--- src/sv/premultiplied_pixel_blender_core_macros.svh ---
// assertion helpers shared by the blender rtl
`ifndef PREMULTIPLIED_PIXEL_BLENDER_CORE_MACROS_SVH
`define PREMULTIPLIED_PIXEL_BLENDER_CORE_MACROS_SVH

// same-cycle implication, sampled on clock, off during reset
`define PPB_ASSERT_NOW(lbl, ante, cons, msg) \
   lbl: assert property (@(posedge clock) disable iff (reset) (ante) |-> (cons)) \
      else $error(msg);

// next-cycle implication, sampled on clock, off during reset
`define PPB_ASSERT_NEXT(lbl, ante, cons, msg) \
   lbl: assert property (@(posedge clock) disable iff (reset) (ante) |=> (cons)) \
      else $error(msg);

`endif

--- src/sv/ppb_pkg.sv ---
package ppb_pkg;

   localparam int STAGES   = 4;
   localparam int CHANNELS = 4;
   localparam int CHAN_W   = 8;
   localparam int PIXEL_W  = CHANNELS * CHAN_W;
   localparam int PROD_W   = 2 * CHAN_W;
   localparam int ALPHA    = 3;

   localparam logic [1:0] MODE_SOLID  = 2'd0;
   localparam logic [1:0] MODE_IMAGE  = 2'd1;
   localparam logic [1:0] MODE_OPAQUE = 2'd2;

   localparam logic [CHAN_W-1:0]  CHAN_MAX   = 8'hFF;
   localparam logic [PIXEL_W-1:0] ALPHA_MASK = 32'hFF00_0000;

   typedef struct packed {
      logic [STAGES-1:0] load;
      logic [STAGES-1:0] valid;
   } pipe_ctl_type;

   // exact rounded v / 255 for v up to 255 * 255
   function automatic logic [CHAN_W-1:0] div255(input logic [PROD_W-1:0] v);
      logic [PROD_W:0] t;
      logic [PROD_W:0] u;
      t = {1'b0, v} + (PROD_W + 1)'(128);
      u = t + (t >> CHAN_W);
      return u[PROD_W-1:CHAN_W];
   endfunction

endpackage

--- src/sv/ppb_req_if.sv ---
interface ppb_req_if;
   logic                        valid;
   logic                        ready;
   logic [1:0]                  mode;
   logic [ppb_pkg::PIXEL_W-1:0] dst_pixel;
   logic [ppb_pkg::PIXEL_W-1:0] src_pixel;

   modport source (output valid, mode, dst_pixel, src_pixel, input ready);
   modport sink   (input valid, mode, dst_pixel, src_pixel, output ready);
endinterface

--- src/sv/ppb_rsp_if.sv ---
interface ppb_rsp_if;
   logic                        valid;
   logic                        ready;
   logic [ppb_pkg::PIXEL_W-1:0] out_pixel;

   modport source (output valid, out_pixel, input ready);
   modport sink   (input valid, out_pixel, output ready);
endinterface

--- src/sv/premultiplied_pixel_blender_core.sv ---
// a req beat is registered in each stage in turn, and its rsp is offered from the last stage
// throughput: one pixel per clock while rsp is not stalled; four register stages (source multiply,
//    source divide, destination multiply, destination divide and add) each hold one beat
// a stalled rsp backs up the stages one by one, bubbles ahead of it still fill
// reset (synchronous, active high) clears all stage valid bits and sets opacity to 255
`include "premultiplied_pixel_blender_core_macros.svh"

module premultiplied_pixel_blender_core (
   input  logic                          clock,
   input  logic                          reset,
   ppb_req_if.sink                       req,
   ppb_rsp_if.source                     rsp,
   input  logic                          csr_we,
   input  logic [ppb_pkg::CHAN_W-1:0]    csr_wdata
);

   localparam int CW = ppb_pkg::CHAN_W;
   localparam int PW = ppb_pkg::PIXEL_W;
   localparam int NC = ppb_pkg::CHANNELS;
   localparam int MW = ppb_pkg::PROD_W;
   localparam int AI = ppb_pkg::ALPHA;

   ppb_pkg::pipe_ctl_type ctl;

   logic [CW-1:0] opacity_ff;

   always_ff @(posedge clock) begin
      if (reset) begin
         opacity_ff <= ppb_pkg::CHAN_MAX;
      end else if (csr_we) begin
         opacity_ff <= csr_wdata;
      end
   end

   ppb_pipe_ctl u_ctl (
      .clock     (clock),
      .reset     (reset),
      .in_valid  (req.valid),
      .out_ready (rsp.ready),
      .in_ready  (req.ready),
      .ctl       (ctl)
   );

   // stage 1: source channels times alpha (solid) or opacity (image)
   logic [NC-1:0][MW-1:0] prod1_in, prod1_ff;
   logic [CW-1:0]         a1_ff;
   logic [PW-1:0]         dst1_ff;
   logic                  image1_in, image1_ff;
   logic                  bypass1_in, bypass1_ff;
   logic                  force1_in, force1_ff;

   always_comb begin
      logic [CW-1:0] a;
      logic [CW-1:0] factor;
      a      = req.src_pixel[AI*CW +: CW];
      factor = (req.mode == ppb_pkg::MODE_SOLID) ? a : opacity_ff;
      for (int c = 0; c < NC; c++) begin
         prod1_in[c] = MW'(req.src_pixel[c*CW +: CW]) * MW'(factor);
      end
      image1_in  = (req.mode == ppb_pkg::MODE_IMAGE);
      force1_in  = (req.mode == ppb_pkg::MODE_OPAQUE);
      // transparent source, zero opacity, force opaque and the unused code skip the blend
      unique case (req.mode)
         ppb_pkg::MODE_SOLID: bypass1_in = (a == '0);
         ppb_pkg::MODE_IMAGE: bypass1_in = (a == '0) || (opacity_ff == '0);
         default:             bypass1_in = 1'b1;
      endcase
   end

   always_ff @(posedge clock) begin
      if (ctl.load[0]) begin
         prod1_ff   <= prod1_in;
         a1_ff      <= req.src_pixel[AI*CW +: CW];
         dst1_ff    <= req.dst_pixel;
         image1_ff  <= image1_in;
         bypass1_ff <= bypass1_in;
         force1_ff  <= force1_in;
      end
   end

   // stage 2: divide down to the premultiplied source, form 255 - alpha
   logic [NC-1:0][CW-1:0] src2_in, src2_ff;
   logic [CW-1:0]         inv2_in, inv2_ff;
   logic [PW-1:0]         dst2_ff;
   logic                  bypass2_ff;
   logic                  force2_ff;

   always_comb begin
      for (int c = 0; c < NC; c++) begin
         src2_in[c] = ppb_pkg::div255(prod1_ff[c]);
      end
      if (!image1_ff) begin
         src2_in[AI] = a1_ff;
      end
      inv2_in = ppb_pkg::CHAN_MAX - src2_in[AI];
   end

   always_ff @(posedge clock) begin
      if (ctl.load[1]) begin
         src2_ff    <= src2_in;
         inv2_ff    <= inv2_in;
         dst2_ff    <= dst1_ff;
         bypass2_ff <= bypass1_ff;
         force2_ff  <= force1_ff;
      end
   end

   // stage 3: destination channels times 255 - source alpha
   logic [NC-1:0][MW-1:0] prod3_in, prod3_ff;
   logic [NC-1:0][CW-1:0] src3_ff;
   logic [PW-1:0]         dst3_ff;
   logic                  bypass3_ff;
   logic                  force3_ff;

   always_comb begin
      for (int c = 0; c < NC; c++) begin
         prod3_in[c] = MW'(dst2_ff[c*CW +: CW]) * MW'(inv2_ff);
      end
   end

   always_ff @(posedge clock) begin
      if (ctl.load[2]) begin
         prod3_ff   <= prod3_in;
         src3_ff    <= src2_ff;
         dst3_ff    <= dst2_ff;
         bypass3_ff <= bypass2_ff;
         force3_ff  <= force2_ff;
      end
   end

   // stage 4: divide, add, saturate, pick the pass-through cases
   logic [PW-1:0] out_in, out_ff;

   always_comb begin
      logic [CW:0]           sum;
      logic [NC-1:0][CW-1:0] blend;
      for (int c = 0; c < NC; c++) begin
         sum      = {1'b0, src3_ff[c]} + {1'b0, ppb_pkg::div255(prod3_ff[c])};
         blend[c] = sum[CW] ? ppb_pkg::CHAN_MAX : sum[CW-1:0];
      end
      priority if (force3_ff) begin
         out_in = dst3_ff | ppb_pkg::ALPHA_MASK;
      end else if (bypass3_ff) begin
         out_in = dst3_ff;
      end else begin
         out_in = blend;
      end
   end

   always_ff @(posedge clock) begin
      if (ctl.load[3]) begin
         out_ff <= out_in;
      end
   end

   assign rsp.valid     = ctl.valid[3];
   assign rsp.out_pixel = out_ff;

   `PPB_ASSERT_NEXT(opaque_alpha, ctl.load[3] && ctl.valid[2] && force3_ff,
      rsp.out_pixel[PW-1 -: CW] == ppb_pkg::CHAN_MAX, "force opaque beat lost its alpha")
   `PPB_ASSERT_NEXT(pass_through, ctl.load[3] && ctl.valid[2] && bypass3_ff && !force3_ff,
      rsp.out_pixel == $past(dst3_ff), "pass-through beat altered the destination")
   `PPB_ASSERT_NEXT(rsp_hold, rsp.valid && !rsp.ready,
      rsp.valid && $stable(rsp.out_pixel), "stalled rsp beat dropped or changed")

endmodule

--- src/sv/ppb_pipe_ctl.sv ---
`include "premultiplied_pixel_blender_core_macros.svh"

module ppb_pipe_ctl (
   input  logic                  clock,
   input  logic                  reset,
   input  logic                  in_valid,
   input  logic                  out_ready,
   output logic                  in_ready,
   output ppb_pkg::pipe_ctl_type ctl
);

   localparam int S = ppb_pkg::STAGES;

   logic [S-1:0] valid_ff;
   logic [S-1:0] valid_in;
   logic [S:0]   ready;

   // a stage takes a new beat when empty or when its successor moves
   always_comb begin
      ready[S] = out_ready;
      for (int k = S - 1; k >= 0; k--) begin
         ready[k] = !valid_ff[k] || ready[k+1];
      end
      valid_in[0] = ready[0] ? in_valid : valid_ff[0];
      for (int k = 1; k < S; k++) begin
         valid_in[k] = ready[k] ? valid_ff[k-1] : valid_ff[k];
      end
   end

   always_ff @(posedge clock) begin
      if (reset) begin
         valid_ff <= '0;
      end else begin
         valid_ff <= valid_in;
      end
   end

   assign in_ready  = ready[0];
   assign ctl.load  = ready[S-1:0];
   assign ctl.valid = valid_ff;

   `PPB_ASSERT_NOW(full_when_blocked, !in_ready, &valid_ff, "input blocked with a free stage")
   `PPB_ASSERT_NEXT(count_up, in_valid && in_ready && !(valid_ff[S-1] && out_ready),
      $countones(valid_ff) == $past($countones(valid_ff)) + 1, "beat lost on entry")
   `PPB_ASSERT_NEXT(count_down, !(in_valid && in_ready) && valid_ff[S-1] && out_ready,
      $countones(valid_ff) + 1 == $past($countones(valid_ff)), "beat invented on exit")

endmodule
--- src/flat_wrapper.sv ---
// flat-port wrapper written by rule: the top's interface ports become plain ports
module premultiplied_pixel_blender_core_flat 
  (clock, reset, csr_we, csr_wdata, req_valid, req_mode, req_dst_pixel, req_src_pixel, req_ready, rsp_valid, rsp_out_pixel, rsp_ready);
  ppb_req_if req_i ();
  ppb_rsp_if rsp_i ();
  input  logic clock;
  input  logic reset;
  input  logic csr_we;
  input  logic [ppb_pkg::CHAN_W-1:0] csr_wdata;
  input wire logic [$bits(req_i.valid)-1:0] req_valid;
  input wire logic [$bits(req_i.mode)-1:0] req_mode;
  input wire logic [$bits(req_i.dst_pixel)-1:0] req_dst_pixel;
  input wire logic [$bits(req_i.src_pixel)-1:0] req_src_pixel;
  output wire logic [$bits(req_i.ready)-1:0] req_ready;
  output wire logic [$bits(rsp_i.valid)-1:0] rsp_valid;
  output wire logic [$bits(rsp_i.out_pixel)-1:0] rsp_out_pixel;
  input wire logic [$bits(rsp_i.ready)-1:0] rsp_ready;
  assign req_i.valid = req_valid;
  assign req_i.mode = req_mode;
  assign req_i.dst_pixel = req_dst_pixel;
  assign req_i.src_pixel = req_src_pixel;
  assign req_ready = req_i.ready;
  assign rsp_valid = rsp_i.valid;
  assign rsp_out_pixel = rsp_i.out_pixel;
  assign rsp_i.ready = rsp_ready;
  premultiplied_pixel_blender_core u_core (.clock(clock), .reset(reset), .req(req_i), .rsp(rsp_i), .csr_we(csr_we), .csr_wdata(csr_wdata));
endmodule
--- config.mk ---
export PLATFORM = sky130hd
export DESIGN_NAME = premultiplied_pixel_blender_core_flat
export DESIGN_NICKNAME = d
export VERILOG_FILES = /design/src/sv/ppb_pkg.sv /design/src/sv/ppb_req_if.sv /design/src/sv/ppb_rsp_if.sv /design/src/sv/premultiplied_pixel_blender_core.sv /design/src/sv/ppb_pipe_ctl.sv /design/src/flat_wrapper.sv
export VERILOG_INCLUDE_DIRS = /design/src /design/src/sv
export SDC_FILE = /design/constraint.sdc
export NUM_CORES = 2
export LEC_CHECK = 0
export ABC_AREA = 1
export BUFFER_PORTS_ARGS = -buffer_cell sky130_fd_sc_hd__buf_4
export CORE_MARGIN = 2
export CORE_UTILIZATION = 45
export DETAILED_ROUTE_END_ITERATION = 12
export SLEW_MARGIN = 20
export SYNTH_ARGS = -nofsm -noshare
export SYNTH_HDL_FRONTEND = slang
export SYNTH_SLANG_ARGS = --single-unit
--- constraint.sdc ---
create_clock -name clock -period 9.2 [get_ports clock]
set_input_delay 1.84 -clock clock [delete_from_list [all_inputs] [get_ports clock]]
set_output_delay 1.84 -clock clock [all_outputs]
set_load 0.05 [all_outputs]
# == Yosys cells after proc, flatten, opt, wreduce, memory -nomap -nowiden ==
# Index checks and enable logic that the tools add are counted.
# totals
regBits,355
latchBits,0
ramBits,0
rom_bits,0
input_bits,79
wordCells,87
n_memories,0
# op_classes
addsub,21
n_mul,8
n_div,0
n_lt_le_gt_ge,0
n_eq_ne,2
n_shift,0
n_mux,9
bitwise_logic,0
reduce_logical,12
# op_table
op,n
$add 16x8->17 const B,8
$add 16x9->16,8
$mul 8x8->16,8
$mux 8,6
$add 8x8->9,4
$mux 32,1
$mux 24,1
$logic_not 8->1,2
$sub 8x8->8 const A,1
$logic_or 1x1->1,5
$logic_not 1->1,4
$eq 2x1->1 const B,1
$eq 2x2->1 const B,1
$logic_not 2->1,1
$pmux 1 s2,1

# == Logic depth before layout (Yosys ltp) ==
# logic_depth
depth_word,6
depth_mapped,26
depth_no_buf,26

# == Cells and area by module ==
# From an unflattened synthesis, not the netlist that was laid out.
# hier_totals
cells_unflattened,3850
area_unflattened_um2,33828.7
# by_module_without_submodules
mod,instances,cells_each,area_per_inst_um2,seq_area_each_um2
premultiplied_pixel_blender_core,1,3831,33673.5,10460.0
ppb_pipe_ctl,1,19,155.1,80.1

# == Worst setup path before layout ==
# No wires, ideal clock.
# synth_timing
path_type,input port to output port
startpoint,input rsp_ready
endpoint,output req_ready
arrival_ns,8.161
t_required_ns,7.360
path_slack_ns,-0.801
stages,6
cell_sequence,nor2_1 inv_1 nor2_1 inv_1 nor2_1 nand2_1
# synth_lines
element,line,rtl
start: declaration,flat_wrapper.sv:17,input wire logic [$bits(rsp_i.ready)-1:0] rsp_ready;
end: declaration,flat_wrapper.sv:14,output wire logic [$bits(req_i.ready)-1:0] req_ready;

==> metrics.cfg <==
[die]
start_util = 0.454
rows = 100
ios = 113
fp.dieH_um = 278
die_area_mm2 = 0.0774
dieWidth_um = 278
core_mm2 = 0.0744

[critical_path]
path_cells = buf_4, nor2_2, inv_2, o21ai_2, buf_4, nor2_1, fa_1, fa_1, inv_1, fa_1, fa_1, inv_1, ha_1, nand2_1, nor2_1, a211oi_1, o21bai_1, nand2_1, nand2_1, xor2_1
critPathLaunch = req_mode[0]
rr_worst_depth = 19
crit_end = u_core.prod1_ff[45]
startpoint_type = input port
worstPathBufferInverterCount = 5
worst_ep_required_time_ns = 9.52
setup.worst_path.end_class = flip-flop
critPathSlowestCell = o21ai_2
critPathMostFrequentCell = fa_1
r2r_slack_ns = 4.14
critical-path-top-delay-family = adder cells
cpPeakStageDelay_ns = 0.76
worstSetupPathType = in -> reg
crit_fanout = 18
timing.rr.start = u_core.opacity_ff[2]
crit_cells = 20
r2r_end = u_core.prod1_ff[45]
cp.arrival_ns = 7.10

[cts]
insertion_delay_ns = 0.58
cts_resized = 0
h-tree-depth = 2
cts_setup_buffers = 0
path_clk_slew_ns = 0.06
cts_max_path_buffers = 3
numCtsBuffers = 44
cts_tree = built
cts_root_buf = clkbuf_16
ctsHoldBuffers = 0
clock_sinks = 355

[drt]
drt_first_pass_iters = 7
wl_per_cell_um = 15.1
num_vias = 24462
drt_iter0_drc = 1329
drc = 0
ant_nets = 0
wirelength_mm = 74.8
drt-vias-per-instance = 4.94

[synthesis]
synth_warnings = 0
synth-main-ff-cell = edfxtp_1
synth_edf_count = 343
yosysTopAreaCellShare = 0.304
yosys.area.top_type = edfxtp_1
async_flop_share = 0
seq_area_frac_synth = 0.312
netlist_instances = 3856
avgSynthCellArea_um2 = 8.77
synth_area_leaders = edfxtp_1 (30%), fa_1 (17%), ha_1 (14%)
synth_cell_types = 49
synthesis.area_mm2 = 0.0338
synth_fp_nets = 4616
ys_ff_latch = 355

[run_status]
outcome = complete, no violations

[place]
dp_cells = 4870
io_buffers = 112
place.gp.congestion = 0.864
dp_hpwl_mm = 58.6
post_dp_cell_area_mm2 = 0.0357

[timing]
slew_violations = 0
setup_violations = 0
grt_setup_unrepaired = false
min_period_ns = 6.79
hold_viol_final = 0
worst_slew_pin_slew_ns = 1.09
fmax_mhz = 147
finalClockSkew_ns = 0.0244
period_share = 0.738
setup_tns_ns = 0
slew_headroom = 0.276

[cells_and_area]
fin_area_mm2 = 0.0371
drive_gt1_frac = 0.0603
syn2layout_area_growth_pct = 9.64
final_nets = 4707
antenna_cells = 0
layoutNonFillerInstCount = 4948

[global_route]
overflow = 0
grt_pass1_wl_mm = 124
grt.total_usage = 0.199
grt_pass1_vias = 24314
grt_antenna_before_repair = 1
grt_max_degree = 72

[worst_hold_path]
hold_class = reg -> reg

[job]
max-cap-violations = 0

==> cells in the mapped netlist (59+ instances only) <==
cell	count
a21oi_1	158
edfxtp_1	343
fa_1	292
ha_1	389
inv_1	814
nand2_1	816
nand3_1	141
nand4_1	59
nor2_1	369
o21ai_0	70
xnor2_1	62
xor2_1	88
==> placed cells by master, fill, tap and decap left out, types with 6 or more instances in the layout <==
cell type	n
a21o_1	20
a21oi_1	154
a21oi_2	6
a31oi_1	18
buf_4	134
clkbuf_1	12
clkbuf_16	45
clkinv_1	8
dfxtp_1	12
edfxtp_1	343
fa_1	292
ha_1	389
inv_1	811
nand2_1	815
nand3_1	141
nand4_1	59
nor2_1	368
nor2_2	7
nor3_1	11
o21a_1	11
o21ai_0	70
o21ai_1	9
o21bai_1	13
xnor2_1	62
xor2_1	88
==> metrics by stage <==
stage                      util  setup WS (ns)  hold slack, ns
final                     0.498           2.41           0.407
after global routing      0.498           2.06           0.415
after CTS                 0.498           2.43           0.403
after detailed placement  0.479           1.84           0.405
after global placement    0.479           1.91           0.400
after floorplan               -          0.229           0.400
==> cell families after synthesis <==
logic type | share of synthesized area
and+or+nand+nor | 0.172
buffers and inverters | 0.103
adders and majority gates | 0.317
DFF | 0.312
AOI/OAI and AO/OA | 0.0552
xor gates and xnor gates | 0.0408
==> how the worst min path moves through the flow <==
stage                       from                end  cells after the start
6_report       u_core.dst1_ff[5]  u_core.dst2_ff[5]                      0
3_5_place_dp   u_core.dst1_ff[5]  u_core.dst2_ff[5]                      0
4_1_cts        u_core.dst1_ff[5]  u_core.dst2_ff[5]                      0
2_1_floorplan  u_core.bypass1_ff  u_core.bypass2_ff                      0
3_3_place_gp   u_core.src2_ff[0]  u_core.src3_ff[0]                      0
5_1_grt        u_core.src2_ff[5]  u_core.src3_ff[5]                      0
==> state kept, by name, indices dropped and copies added (netlist names), 4 cells and up <==
register               cells
u_core.prod1_ff           64
u_core.dst3_ff            32
u_core.opacity_ff          8
u_core.u_ctl.valid_ff      4
u_core.prod3_ff           64
u_core.dst2_ff            32
u_core.inv2_ff             8
u_core.a1_ff               8
u_core.src2_ff            32
u_core.rsp.out_pixel      32
u_core.src3_ff            32
u_core.dst1_ff            32
==> cell type report <==
type / instances / area [um2]
fillers: 7054 / 37400
multi-input cells: 2592 / 19800
flip-flops and latches: 355 / 10500
inverters: 820 / 3080
well taps: 969 / 1210
clock buffers: 57 / 1170
repair buffers: 134 / 1010
clock inverters: 21 / 250
==> routing by layer <==
metal,up-vias,GRT usage,part of all wire
met1,11582,0.285,0.49
li1,12362,-,-
met2,435,0.322,0.45
met3,83,0.0242,0.040
met5,-,0,0
met4,0,0.0482,0.021
Power is not shown: default switching activity piles up to over one toggle a cycle in this logic, so the estimate is an artifact.
